File: src/dpdc_pkg.sv
`timescale 1ns / 1ps
// ----------------------------------------------------------------------------
// dpdc_pkg
// Shared types and constants of the dual pad double click mode control.
// ----------------------------------------------------------------------------
package dpdc_pkg;

  localparam int unsigned NumButtons = 4;
  localparam int unsigned TimeW      = 32;
  localparam int unsigned CfgW       = 16;
  localparam int unsigned CountW     = 4;

  localparam logic [CountW-1:0] CountMax = 4'd15;
  localparam logic [CountW-1:0] CountDc  = 4'd2;

  localparam logic [CfgW-1:0] ClickGapRst   = 16'd500;
  localparam logic [CfgW-1:0] DcValidRst    = 16'd1000;
  localparam logic [CfgW-1:0] CrossWinRst   = 16'd250;
  localparam logic [CfgW-1:0] ToggleLockRst = 16'd500;

  typedef enum logic [1:0] {
    CfgClickGap   = 2'd0,
    CfgDcValid    = 2'd1,
    CfgCrossWin   = 2'd2,
    CfgToggleLock = 2'd3
  } cfg_idx_e;

  typedef struct packed {
    logic [CfgW-1:0] click_gap;
    logic [CfgW-1:0] dc_valid;
    logic [CfgW-1:0] cross_win;
    logic [CfgW-1:0] toggle_lock;
  } cfg_t;

  typedef struct packed {
    logic             op;
    logic             button_a;
    logic             button_b;
    logic [TimeW-1:0] time_ms;
  } sample_t;

  typedef struct packed {
    logic [NumButtons-1:0][TimeW-1:0]  press_stamp;
    logic [NumButtons-1:0][CountW-1:0] click_count;
    logic [NumButtons-1:0]             prev_level;
    logic                              mode_bit;
    logic                              right_prec;
    logic                              left_prec;
    logic [TimeW-1:0]                  right_tog_stamp;
    logic [TimeW-1:0]                  left_tog_stamp;
  } state_t;

  typedef struct packed {
    logic arm_mode;
    logic mode_changed;
    logic head_resync;
    logic right_precision;
    logic right_toggled;
    logic left_precision;
    logic left_toggled;
    logic motion_enabled;
  } result_t;

endpackage

File: src/dual_pad_double_click_mode_control.sv
`timescale 1ns / 1ps
// ----------------------------------------------------------------------------
// dual_pad_double_click_mode_control
// Double click detection on two button pads, driving BASE/ARM mode and the
// per-side precision flags.
// ----------------------------------------------------------------------------
// usage:
//   input request: one sample of one pad (op selects right or left), both
//   button levels and a millisecond timestamp, taken when in_valid_i is high
//   and in_stall_o is low.
//   output request: one result per sample, in order, taken when out_valid_o
//   is high and out_stall_i is low.
//   path: the sample is held in the input register, updated combinationally
//   against the button records and registered in the result register,
//   which raises out_valid_o; a stalled output can keep the sample waiting
//   in the input register.
//   throughput: one sample per cycle while the output is not stalled; the
//   button records are updated in the same cycle as the sample leaves the
//   input register, so the next sample sees them at once.
//   stall: while the result register is held, one more sample waits in the
//   input register; in_stall_o rises only when both are full.
//   reset: all records, counts, flags and stamps clear, mode is BASE and the
//   thresholds return to 500, 1000, 250 and 500 ms.
//   configuration: cfg_we_i writes cfg_data_i to register cfg_idx_i at once.
// ----------------------------------------------------------------------------
module dual_pad_double_click_mode_control (
  input  logic        clk_i,
  input  logic        rst_ni,
  input  logic        in_valid_i,
  output logic        in_stall_o,
  input  logic        op_i,
  input  logic        button_a_i,
  input  logic        button_b_i,
  input  logic [31:0] time_ms_i,
  output logic        out_valid_o,
  input  logic        out_stall_i,
  output logic        arm_mode_o,
  output logic        mode_changed_o,
  output logic        head_resync_o,
  output logic        right_precision_o,
  output logic        right_toggled_o,
  output logic        left_precision_o,
  output logic        left_toggled_o,
  output logic        motion_enabled_o,
  input  logic        cfg_we_i,
  input  logic [1:0]  cfg_idx_i,
  input  logic [15:0] cfg_data_i
);

  dpdc_pkg::cfg_t    cfg_q;
  dpdc_pkg::sample_t smp_q;
  dpdc_pkg::state_t  state_q, state_d;
  dpdc_pkg::result_t res_q, res_d;
  logic              smp_valid_q;
  logic              out_valid_q;
  logic              out_free;
  logic              advance;
  logic              in_accept;

  assign out_free   = !out_valid_q || !out_stall_i;
  assign advance    = smp_valid_q && out_free;
  assign in_stall_o = smp_valid_q && !out_free;
  assign in_accept  = in_valid_i && !in_stall_o;

  // configuration registers
  always_ff @(posedge clk_i or negedge rst_ni) begin
    if (!rst_ni) begin
      cfg_q.click_gap   <= dpdc_pkg::ClickGapRst;
      cfg_q.dc_valid    <= dpdc_pkg::DcValidRst;
      cfg_q.cross_win   <= dpdc_pkg::CrossWinRst;
      cfg_q.toggle_lock <= dpdc_pkg::ToggleLockRst;
    end else if (cfg_we_i) begin
      case (dpdc_pkg::cfg_idx_e'(cfg_idx_i))
        dpdc_pkg::CfgClickGap:   cfg_q.click_gap   <= cfg_data_i;
        dpdc_pkg::CfgDcValid:    cfg_q.dc_valid    <= cfg_data_i;
        dpdc_pkg::CfgCrossWin:   cfg_q.cross_win   <= cfg_data_i;
        dpdc_pkg::CfgToggleLock: cfg_q.toggle_lock <= cfg_data_i;
        default: ;
      endcase
    end
  end

  // input register
  always_ff @(posedge clk_i or negedge rst_ni) begin
    if (!rst_ni) begin
      smp_valid_q <= 1'b0;
    end else if (in_accept) begin
      smp_valid_q <= 1'b1;
    end else if (advance) begin
      smp_valid_q <= 1'b0;
    end
  end

  always_ff @(posedge clk_i) begin
    if (in_accept) begin
      smp_q.op       <= op_i;
      smp_q.button_a <= button_a_i;
      smp_q.button_b <= button_b_i;
      smp_q.time_ms  <= time_ms_i;
    end
  end

  dpdc_update u_update (
    .cfg_i (cfg_q),
    .smp_i (smp_q),
    .st_i  (state_q),
    .st_o  (state_d),
    .res_o (res_d)
  );

  // button records, mode and flags
  always_ff @(posedge clk_i or negedge rst_ni) begin
    if (!rst_ni) begin
      state_q <= '0;
    end else if (advance) begin
      state_q <= state_d;
    end
  end

  // result register
  always_ff @(posedge clk_i or negedge rst_ni) begin
    if (!rst_ni) begin
      out_valid_q <= 1'b0;
    end else if (out_free) begin
      out_valid_q <= smp_valid_q;
    end
  end

  always_ff @(posedge clk_i) begin
    if (advance) begin
      res_q <= res_d;
    end
  end

  assign out_valid_o       = out_valid_q;
  assign arm_mode_o        = res_q.arm_mode;
  assign mode_changed_o    = res_q.mode_changed;
  assign head_resync_o     = res_q.head_resync;
  assign right_precision_o = res_q.right_precision;
  assign right_toggled_o   = res_q.right_toggled;
  assign left_precision_o  = res_q.left_precision;
  assign left_toggled_o    = res_q.left_toggled;
  assign motion_enabled_o  = res_q.motion_enabled;

  // a mode flip reaches the stored mode bit
  assert property (@(posedge clk_i) disable iff (!rst_ni)
    advance && res_d.mode_changed |=> state_q.mode_bit != $past(state_q.mode_bit))
    else $error("mode flip not stored");

  // at most one of mode flip and the two toggles per sample
  assert property (@(posedge clk_i) disable iff (!rst_ni)
    advance |-> $onehot0({res_d.mode_changed, res_d.right_toggled, res_d.left_toggled}))
    else $error("more than one action for one sample");

  // head re-sync only on a flip into BASE
  assert property (@(posedge clk_i) disable iff (!rst_ni)
    advance && res_d.head_resync |-> res_d.mode_changed && !res_d.arm_mode)
    else $error("head re-sync without switch into BASE");

  // a held sample stays in the input register
  assert property (@(posedge clk_i) disable iff (!rst_ni)
    smp_valid_q && !advance |=> smp_valid_q && $stable(smp_q))
    else $error("waiting sample lost");

  // records change only when a sample moves to the result register
  assert property (@(posedge clk_i) disable iff (!rst_ni)
    !advance |=> $stable(state_q))
    else $error("records changed without a sample");

endmodule

File: src/dpdc_update.sv
`timescale 1ns / 1ps
// ----------------------------------------------------------------------------
// dpdc_update
// Next state and result for one pad sample: click runs, double click
// detection, mode flip and precision toggles.
// ----------------------------------------------------------------------------
module dpdc_update (
  input  dpdc_pkg::cfg_t    cfg_i,
  input  dpdc_pkg::sample_t smp_i,
  input  dpdc_pkg::state_t  st_i,
  output dpdc_pkg::state_t  st_o,
  output dpdc_pkg::result_t res_o
);

  logic [dpdc_pkg::NumButtons-1:0][dpdc_pkg::TimeW-1:0] age;
  logic [dpdc_pkg::NumButtons-1:0]                      lvl;
  logic [dpdc_pkg::NumButtons-1:0]                      on_pad;
  logic [dpdc_pkg::NumButtons-1:0]                      press;
  logic [dpdc_pkg::NumButtons-1:0]                      btn_dc;
  logic [dpdc_pkg::NumButtons-1:0]                      recent;
  logic [dpdc_pkg::TimeW-1:0]                           gap_w;
  logic [dpdc_pkg::TimeW-1:0]                           dcv_w;
  logic [dpdc_pkg::TimeW-1:0]                           cross_w;
  logic [dpdc_pkg::TimeW-1:0]                           lock_w;
  logic                                                 right_dc;
  logic                                                 left_dc;
  logic                                                 right_ok;
  logic                                                 left_ok;

  assign gap_w   = {16'd0, cfg_i.click_gap};
  assign dcv_w   = {16'd0, cfg_i.dc_valid};
  assign cross_w = {16'd0, cfg_i.cross_win};
  assign lock_w  = {16'd0, cfg_i.toggle_lock};

  always_comb begin
    st_o = st_i;
    for (int k = 0; k < dpdc_pkg::NumButtons; k++) begin
      on_pad[k] = (k / 2 == 1) == smp_i.op;
      lvl[k]    = (k % 2 == 1) ? smp_i.button_b : smp_i.button_a;
      press[k]  = on_pad[k] && lvl[k] && !st_i.prev_level[k];
      age[k]    = smp_i.time_ms - st_i.press_stamp[k];
      if (press[k]) begin
        if (age[k] > gap_w) begin
          st_o.click_count[k] = 4'd1;
        end else if (st_i.click_count[k] < dpdc_pkg::CountMax) begin
          st_o.click_count[k] = st_i.click_count[k] + 4'd1;
        end
        st_o.press_stamp[k] = smp_i.time_ms;
        // a fresh press is zero ms old
        age[k] = '0;
      end
      if (on_pad[k]) begin
        st_o.prev_level[k] = lvl[k];
      end
      btn_dc[k] = (st_o.click_count[k] >= dpdc_pkg::CountDc) && (age[k] < dcv_w);
      recent[k] = age[k] < cross_w;
    end

    right_dc = btn_dc[0] && btn_dc[1];
    left_dc  = btn_dc[2] && btn_dc[3];
    right_ok = !(recent[2] || recent[3]) &&
               ((smp_i.time_ms - st_i.right_tog_stamp) > lock_w);
    left_ok  = !(recent[0] || recent[1]) &&
               ((smp_i.time_ms - st_i.left_tog_stamp) > lock_w);

    res_o = '0;
    if (right_dc && left_dc) begin
      st_o.mode_bit     = !st_i.mode_bit;
      st_o.click_count  = '0;
      res_o.mode_changed = 1'b1;
      res_o.head_resync  = st_i.mode_bit;
    end else if (right_dc) begin
      if (right_ok) begin
        st_o.right_prec      = !st_i.right_prec;
        st_o.right_tog_stamp = smp_i.time_ms;
        st_o.click_count[0]  = '0;
        st_o.click_count[1]  = '0;
        res_o.right_toggled  = 1'b1;
      end
    end else if (left_dc) begin
      if (left_ok) begin
        st_o.left_prec      = !st_i.left_prec;
        st_o.left_tog_stamp = smp_i.time_ms;
        st_o.click_count[2] = '0;
        st_o.click_count[3] = '0;
        res_o.left_toggled  = 1'b1;
      end
    end

    res_o.arm_mode        = st_o.mode_bit;
    res_o.motion_enabled  = !st_o.mode_bit;
    res_o.right_precision = st_o.right_prec;
    res_o.left_precision  = st_o.left_prec;
  end

endmodule

File: config.mk
export PLATFORM = sky130hd
export DESIGN_NAME = dual_pad_double_click_mode_control
export DESIGN_NICKNAME = d
export VERILOG_FILES = /design/src/dpdc_pkg.sv /design/src/dual_pad_double_click_mode_control.sv /design/src/dpdc_update.sv
export SDC_FILE = /design/constraint.sdc
export NUM_CORES = 1
export LEC_CHECK = 0
export ABC_CLOCK_PERIOD_IN_PS = 14480
export BUFFER_PORTS_ARGS = -buffer_cell sky130_fd_sc_hd__buf_4
export CORE_UTILIZATION = 60
export CTS_CLUSTER_SIZE = 25
export DETAILED_ROUTE_END_ITERATION = 12
export PLACE_DENSITY_LB_ADDON = 0.15
export SETUP_SLACK_MARGIN = 0.2
export SLEW_MARGIN = 10
export SYNTH_ARGS = -nofsm -noshare
export SYNTH_HDL_FRONTEND = slang
export SYNTH_SLANG_ARGS = --single-unit
File: constraint.sdc
create_clock -name clk_i -period 14.48 [get_ports clk_i]
set_input_delay 2.896 -clock clk_i [delete_from_list [all_inputs] [get_ports clk_i]]
set_output_delay 2.896 -clock clk_i [all_outputs]
set_load 0.03 [all_outputs]
-- Yosys cells after proc, flatten, opt, wreduce, memory -nomap -nowiden
Cells that the tools add are included.
- output and inout bits: 10
- register bits after elaboration: 324
- bits of input ports: 58
- bitwise logic cells: 4
- magnitude comparators: 22
- muxes and demuxes: 39
- reductions and logical operators: 53
- equality and inequality tests: 3
- $add $sub $neg: 10
- operators by type and width (cell ; count):
    $mux 32 ; 9
    $lt 32x16->1 ; 8
    $gt 32x16->1 ; 6
    $sub 32x32->32 ; 6
    $mux 66 ; 1
    $mux 4 ; 12
    $mux 8 ; 5
    $logic_and 1x1->1 ; 20
    $reduce_and 2->1 ; 10
    $add 4x1->4 const B ; 4
    $ge 4x2->1 const B ; 4
    $lt 4x4->1 const B ; 4
    $mux 16 ; 1
    $logic_not 1->1 ; 14
    $mux 1 ; 10
    $reduce_and 5->1 ; 1
    $eq 2x2->1 const B ; 2
    $not 1->1 ; 4
    $reduce_and 4->1 ; 1
    $logic_or 1x1->1 ; 3
    $reduce_or 3->1 ; 1
    $eq 2x1->1 const B ; 1
    $logic_not 2->1 ; 1
    $mux 2 ; 1
    other kinds (2) ; 2

-- Longest topological paths before layout
- depth after elaboration: 12
- mapped depth: 25
- gate-level depth less buffers: 24

-- Cells and area by module
Synthesis repeated with hierarchy kept, for this count alone.
- cells, all modules: 3692
- area, all modules: 32555.0 um2
- modules (own cells, without submodules) (module ; area an instance (um2) ; cells an instance ; times used):
    dpdc_update ; 20288.2 ; 3051 ; 1
    dual_pad_double_click_mode_control ; 12266.8 ; 641 ; 1

-- Least setup slack after synthesis
OpenSTA, ideal clock, no wires.
- path type: in2out
- from: input out_stall_i
- to: output in_stall_o
- data arrival time: 3200 ps
- slack: 8384 ps
- path buffers: 0
- stages: 2
- cell sequence: nand3_1 -> inv_1
- word-level cells in the longest chain between the ends: 4
- RTL lines (what ; RTL line ; RTL):
    start: declaration ; dual_pad_double_click_mode_control.sv:36 ; input logic out_stall_i,
    $logic_not 1->1 ; dual_pad_double_click_mode_control.sv:60 ; assign out_free = !out_valid_q || !out_stall_i;
    $logic_or 1x1->1 ; dual_pad_double_click_mode_control.sv:60 ;
    $logic_not 1->1 ; dual_pad_double_click_mode_control.sv:62 ; assign in_stall_o = smp_valid_q && !out_free;
    $logic_and 1x1->1 ; dual_pad_double_click_mode_control.sv:62 ;
    end: declaration ; dual_pad_double_click_mode_control.sv:30 ; output logic in_stall_o,
No other way between the ends.

-- Worst setup path after layout
- from: register smp_q[1] in the netlist's numbering
- to: register state_q[21] in the netlist's numbering
- word-level cells in the longest chain between the ends: 10
- RTL lines (what ; RTL line ; RTL):
    start: declaration ; dual_pad_double_click_mode_control.sv:51 ; dpdc_pkg::sample_t smp_q;
    $sub 32x32->32 ; dpdc_update.sv:41 ; age[k] = smp_i.time_ms - st_i.press_stamp[k];
    $gt 32x16->1 ; dpdc_update.sv:43 ; if (age[k] > gap_w) begin
    $mux 4 ; dpdc_update.sv:43 ;
    $mux 4 ; dpdc_update.sv:42 ; if (press[k]) begin
    $ge 4x2->1 ; dpdc_update.sv:55 ; btn_dc[k] = (st_o.click_count[k] >= dpdc_pkg::CountDc) && (age[k] < dcv_w);
    $logic_and 1x1->1 ; dpdc_update.sv:55 ;
    $logic_and 1x1->1 (on tied branches) ; dpdc_update.sv:59, dpdc_update.sv:60 ;
    $logic_and 1x1->1 ; dpdc_update.sv:67 ; if (right_dc && left_dc) begin
    $not 1->1 (no line) ; n/a ;
    $reduce_and 5->1 (no line) * ; n/a ;
    end signal: assignment ; dual_pad_double_click_mode_control.sv:116 ; state_q <= state_d;
    end: declaration ; dual_pad_double_click_mode_control.sv:52 ; dpdc_pkg::state_t state_q, state_d;
Mark *: on every way between the ends. The rest lies on a longest branch, timed or not.
A chain may end at the register's enable or synchronous reset.

==> impl_metrics.json <==
{
  "seqCellArea_um2": 8350,
  "yosysWarningCount": 0,
  "cells_resized_by_post_cts_repair": 0,
  "timing.critical_path.max_delay_family": "simple AND/OR/NAND/NOR gates",
  "synth_sequential_area_ratio": 0.275,
  "cts.sink_count": 324,
  "timing.final.crit_period_ps": 7510,
  "regMostFlops": "state_q",
  "cts-buffers-inserted": 39,
  "grt_pass1_wl_mm": 156,
  "vdd_ir_drop_max_mv": 0.144,
  "clock_path_buffers": 3,
  "route.final.wire_length_mm": 104,
  "filler_cell_count": 4136,
  "async_flop_share": 0.867,
  "crit_path_cell_trace": "inv_1, fa_1, nor2b_1, o211ai_1, a2111oi_2, nor2_1, o21ai_0, xor2_1, nor2b_1, ha_1, nor2b_1, o21ai_0, nand3_1, nor4b_1, o41ai_1, a221oi_1, nand4_1, nor4b_4, nand2_2, nor3_4, buf_4, mux2_2",
  "layout.nets": 3968,
  "clk_pin_slew_worst_paths_ps": 60,
  "fp.dieH_um": 227,
  "final_max_slew_viol_count": 0,
  "crit_arrival_ps": 7970,
  "netlist_area_um2": 30400,
  "postRouteAntennaNets": 0,
  "hold_buffers": 0,
  "fp.coreArea_um2": 50100,
  "ys_seq_elements": 324,
  "final-setup-viol-count": 0,
  "net_count_after_synthesis": 3930,
  "ys.flop_type": "sky130_fd_sc_hd__dfrtp_1",
  "outcome": "complete, no violations",
  "ctsHtreeMaxLevel": 2,
  "post_synth_inst_count": 3460,
  "crit_start_category": "register",
  "final_layout_size_suffix_gt1_frac": 0.115,
  "drt-pass1-iter-count": 6,
  "final_min_period_over_clock_period": 0.519,
  "multi_input_comb_area_um2": 20400,
  "io_buffers": 67,
  "post_cts_buffers": 0,
  "fin_setup_tns_ps": 0,
  "power.density_nw_per_um2": 185,
  "path_common_cell": "sky130_fd_sc_hd__nor2b_1",
  "max_slew.worst_pin.slew_ps": 1350,
  "clk_root_buffer_cell": "sky130_fd_sc_hd__clkbuf_16",
  "max_cap_viol_count": 0,
  "initial_core_util": 0.607,
  "drt_iter0_drc": 3134,
  "crit_path_max_fanout": 33,
  "clock_latency_at_the_later_pin_of_the_worst_skew_pair_ps": 580,
  "grt_remaining_overflow": 0,
  "hold_path_class": "reg2reg",
  "required_time_at_the_worst_slack_endpoint_ps": 14930,
  "final_cell_area_um2": 32800,
  "synth_enable_flop_cells": 43,
  "gp_routability_congestion": 1.06,
  "via_per_inst": 6.75,
  "number_of_flip_flops_under_the_largest_register_name": 215,
  "synth_to_layout_area_growth_pct": 8.00,
  "place_area_um2": 31500,
  "critical-path-slowest-cell": "sky130_fd_sc_hd__edfxtp_1",
  "max_clock_skew_ps": 30.2,
  "worstSetupEndpointType": "register",
  "power.static_leakage_nw": 14.6,
  "grt_setup_unrepaired": "no",
  "reg.largest.list": "state_q x215, cfg_q x64, smp_q x35",
  "clock.fmax_ghz": 0.133,
  "cts_tree": "yes",
  "slew-limit-headroom": 0.0892,
  "hold_viol_final": 0,
  "die_w_um": 227,
  "antenna_violations_before_repair": 7,
  "place.detailed.hpwl_mm": 82.0,
  "postSynthAreaPerCell_um2": 8.78,
  "synth_cell_types": 111,
  "detail_route.drc_violations": 0,
  "groute.usage.overall": 0.399,
  "num_rows": 82,
  "first_global_vias": 26900,
  "floorplan_die_area_um2": 51500,
  "critPathKind": "reg2reg",
  "maximum_number_of_pins_on_one_net_before_global_route_repair": 83,
  "wl_per_cell_um": 24.7,
  "dr_total_vias": 28400,
  "critical_path_buf_inv_count": 2,
  "critPathMaxStageDelay_ps": 670,
  "design.portCount": 68
}
[final timing paths]
path                                         start                      end  cells past startpoint  slack [ps]
setup / recovery                smp_q[1]$_DFFE_PP_  state_q[21]$_DFFE_PN0P_                     22        6970
hold / removal             state_q[41]$_DFFE_PN0P_  state_q[41]$_DFFE_PN0P_                      1         490
setup reg to reg                smp_q[1]$_DFFE_PP_  state_q[21]$_DFFE_PN0P_                     22        6970
hold reg to reg            state_q[41]$_DFFE_PN0P_  state_q[41]$_DFFE_PN0P_                      1         490
max in group asynchronous                   rst_ni  state_q[68]$_DFFE_PN0P_                      2       10730
min in group asynchronous                   rst_ni  state_q[47]$_DFFE_PN0P_                      1        2240
[logic make-up after synthesis]
| kind of cell | count (synthesis) | synth area share |
|---|---|---|
| simple gates | 964 | 0.165 |
| flops | 324 | 0.275 |
| buf+inv | 404 | 0.0533 |
| xor+xnor | 128 | 0.0369 |
| mux | 204 | 0.0783 |
| fa+ha+maj | 412 | 0.171 |
| compound gates | 1024 | 0.221 |
[area by class of cell]
class / instances / area share
Clock inverter: 18 / 0.00492
Timing Repair Buffer: 103 / 0.0238
Inverter: 298 / 0.0341
Antenna cell: 1 / 0.0000763
Clock buffer: 54 / 0.0343
Tap cell: 672 / 0.0256
Sequential cell: 324 / 0.255
Multi-Input combinational cell: 2732 / 0.623
[power breakdown]
| part | switching (mW) | leakage (nW) | internal [mW] | total [mW] |
|---|---|---|---|---|
| Combinational | 2.38 | 10.1 | 1.47 | 3.85 |
| Clock | 0.414 | 0.641 | 0.581 | 0.995 |
| Sequential | 0.113 | 3.86 | 1.12 | 1.23 |
| Total | 2.90 | 14.6 | 3.17 | 6.07 |
[metrics by stage]
step / power [mW] / instances / hold slack (ps) / setup slack, ps / util
2_1_floorplan: 3.85 / 3460 / 454 / 8380 / -
3_3_place_gp: 4.80 / 4129 / 470 / 7670 / 0.629
3_5_place_dp: 4.93 / 4129 / 481 / 7240 / 0.629
4_1_cts: 5.95 / 4201 / 494 / 7180 / 0.655
5_1_grt: 6.47 / 4201 / 500 / 6800 / 0.655
6_report: 6.07 / 4202 / 492 / 6970 / 0.655
[per-layer routing]
layer	GRT usage	wire (µm)
met1	0.546	44100
met2	0.599	43400
met3	0.0951	11200
met4	0.177	5070
met5	0	47
[synth_stat cells (30+ instances only)]
cell type                    n  area [µm²]
sky130_fd_sc_hd__a211oi_1   52         390
sky130_fd_sc_hd__a21o_1     79         593
sky130_fd_sc_hd__a21oi_1   260        1300
sky130_fd_sc_hd__a31oi_1    32         200
sky130_fd_sc_hd__and2_1     45         282
sky130_fd_sc_hd__clkbuf_1   71         267
sky130_fd_sc_hd__dfrtp_1   257        6430
sky130_fd_sc_hd__edfxtp_1   43        1290
sky130_fd_sc_hd__ha_1      406        5080
sky130_fd_sc_hd__inv_1     297        1110
sky130_fd_sc_hd__mux2_2    128        1440
sky130_fd_sc_hd__nand2_1   281        1050
sky130_fd_sc_hd__nand2b_1   30         188
sky130_fd_sc_hd__nand3_1    63         315
sky130_fd_sc_hd__nand4_1    86         538
sky130_fd_sc_hd__nor2_1    175         657
sky130_fd_sc_hd__nor2b_1    76         475
sky130_fd_sc_hd__nor3_1     54         270
sky130_fd_sc_hd__o211ai_1   46         345
sky130_fd_sc_hd__o21a_1     74         556
sky130_fd_sc_hd__o21ai_0   246        1230
sky130_fd_sc_hd__xnor2_1    75         657
sky130_fd_sc_hd__xor2_1     53         464
[cell usage in the layout, fill, tap and decap left out, drive strengths merged, types with 16 or more instances in the layout]
| master | count |
|---|---|
| nand2 | 283 |
| o211ai | 47 |
| dfrtp | 257 |
| a211o | 17 |
| clkbuf | 54 |
| a31oi | 32 |
| o21a | 74 |
| nand3 | 63 |
| xor2 | 53 |
| mux2 | 184 |
| and4 | 16 |
| a21oi | 260 |
| a21o | 80 |
| ha | 406 |
| nor2 | 175 |
| nor3 | 56 |
| and2 | 48 |
| buf | 103 |
| nor4 | 20 |
| nor2b | 76 |
| dfstp | 24 |
| edfxtp | 43 |
| nand2b | 30 |
| inv | 299 |
| a211oi | 54 |
| o21ai | 260 |
| a2111oi | 22 |
| mux2i | 20 |
| o21bai | 22 |
| and3 | 22 |
| nand4 | 88 |
| xnor2 | 75 |
Power figures use the tool's default switching activity.
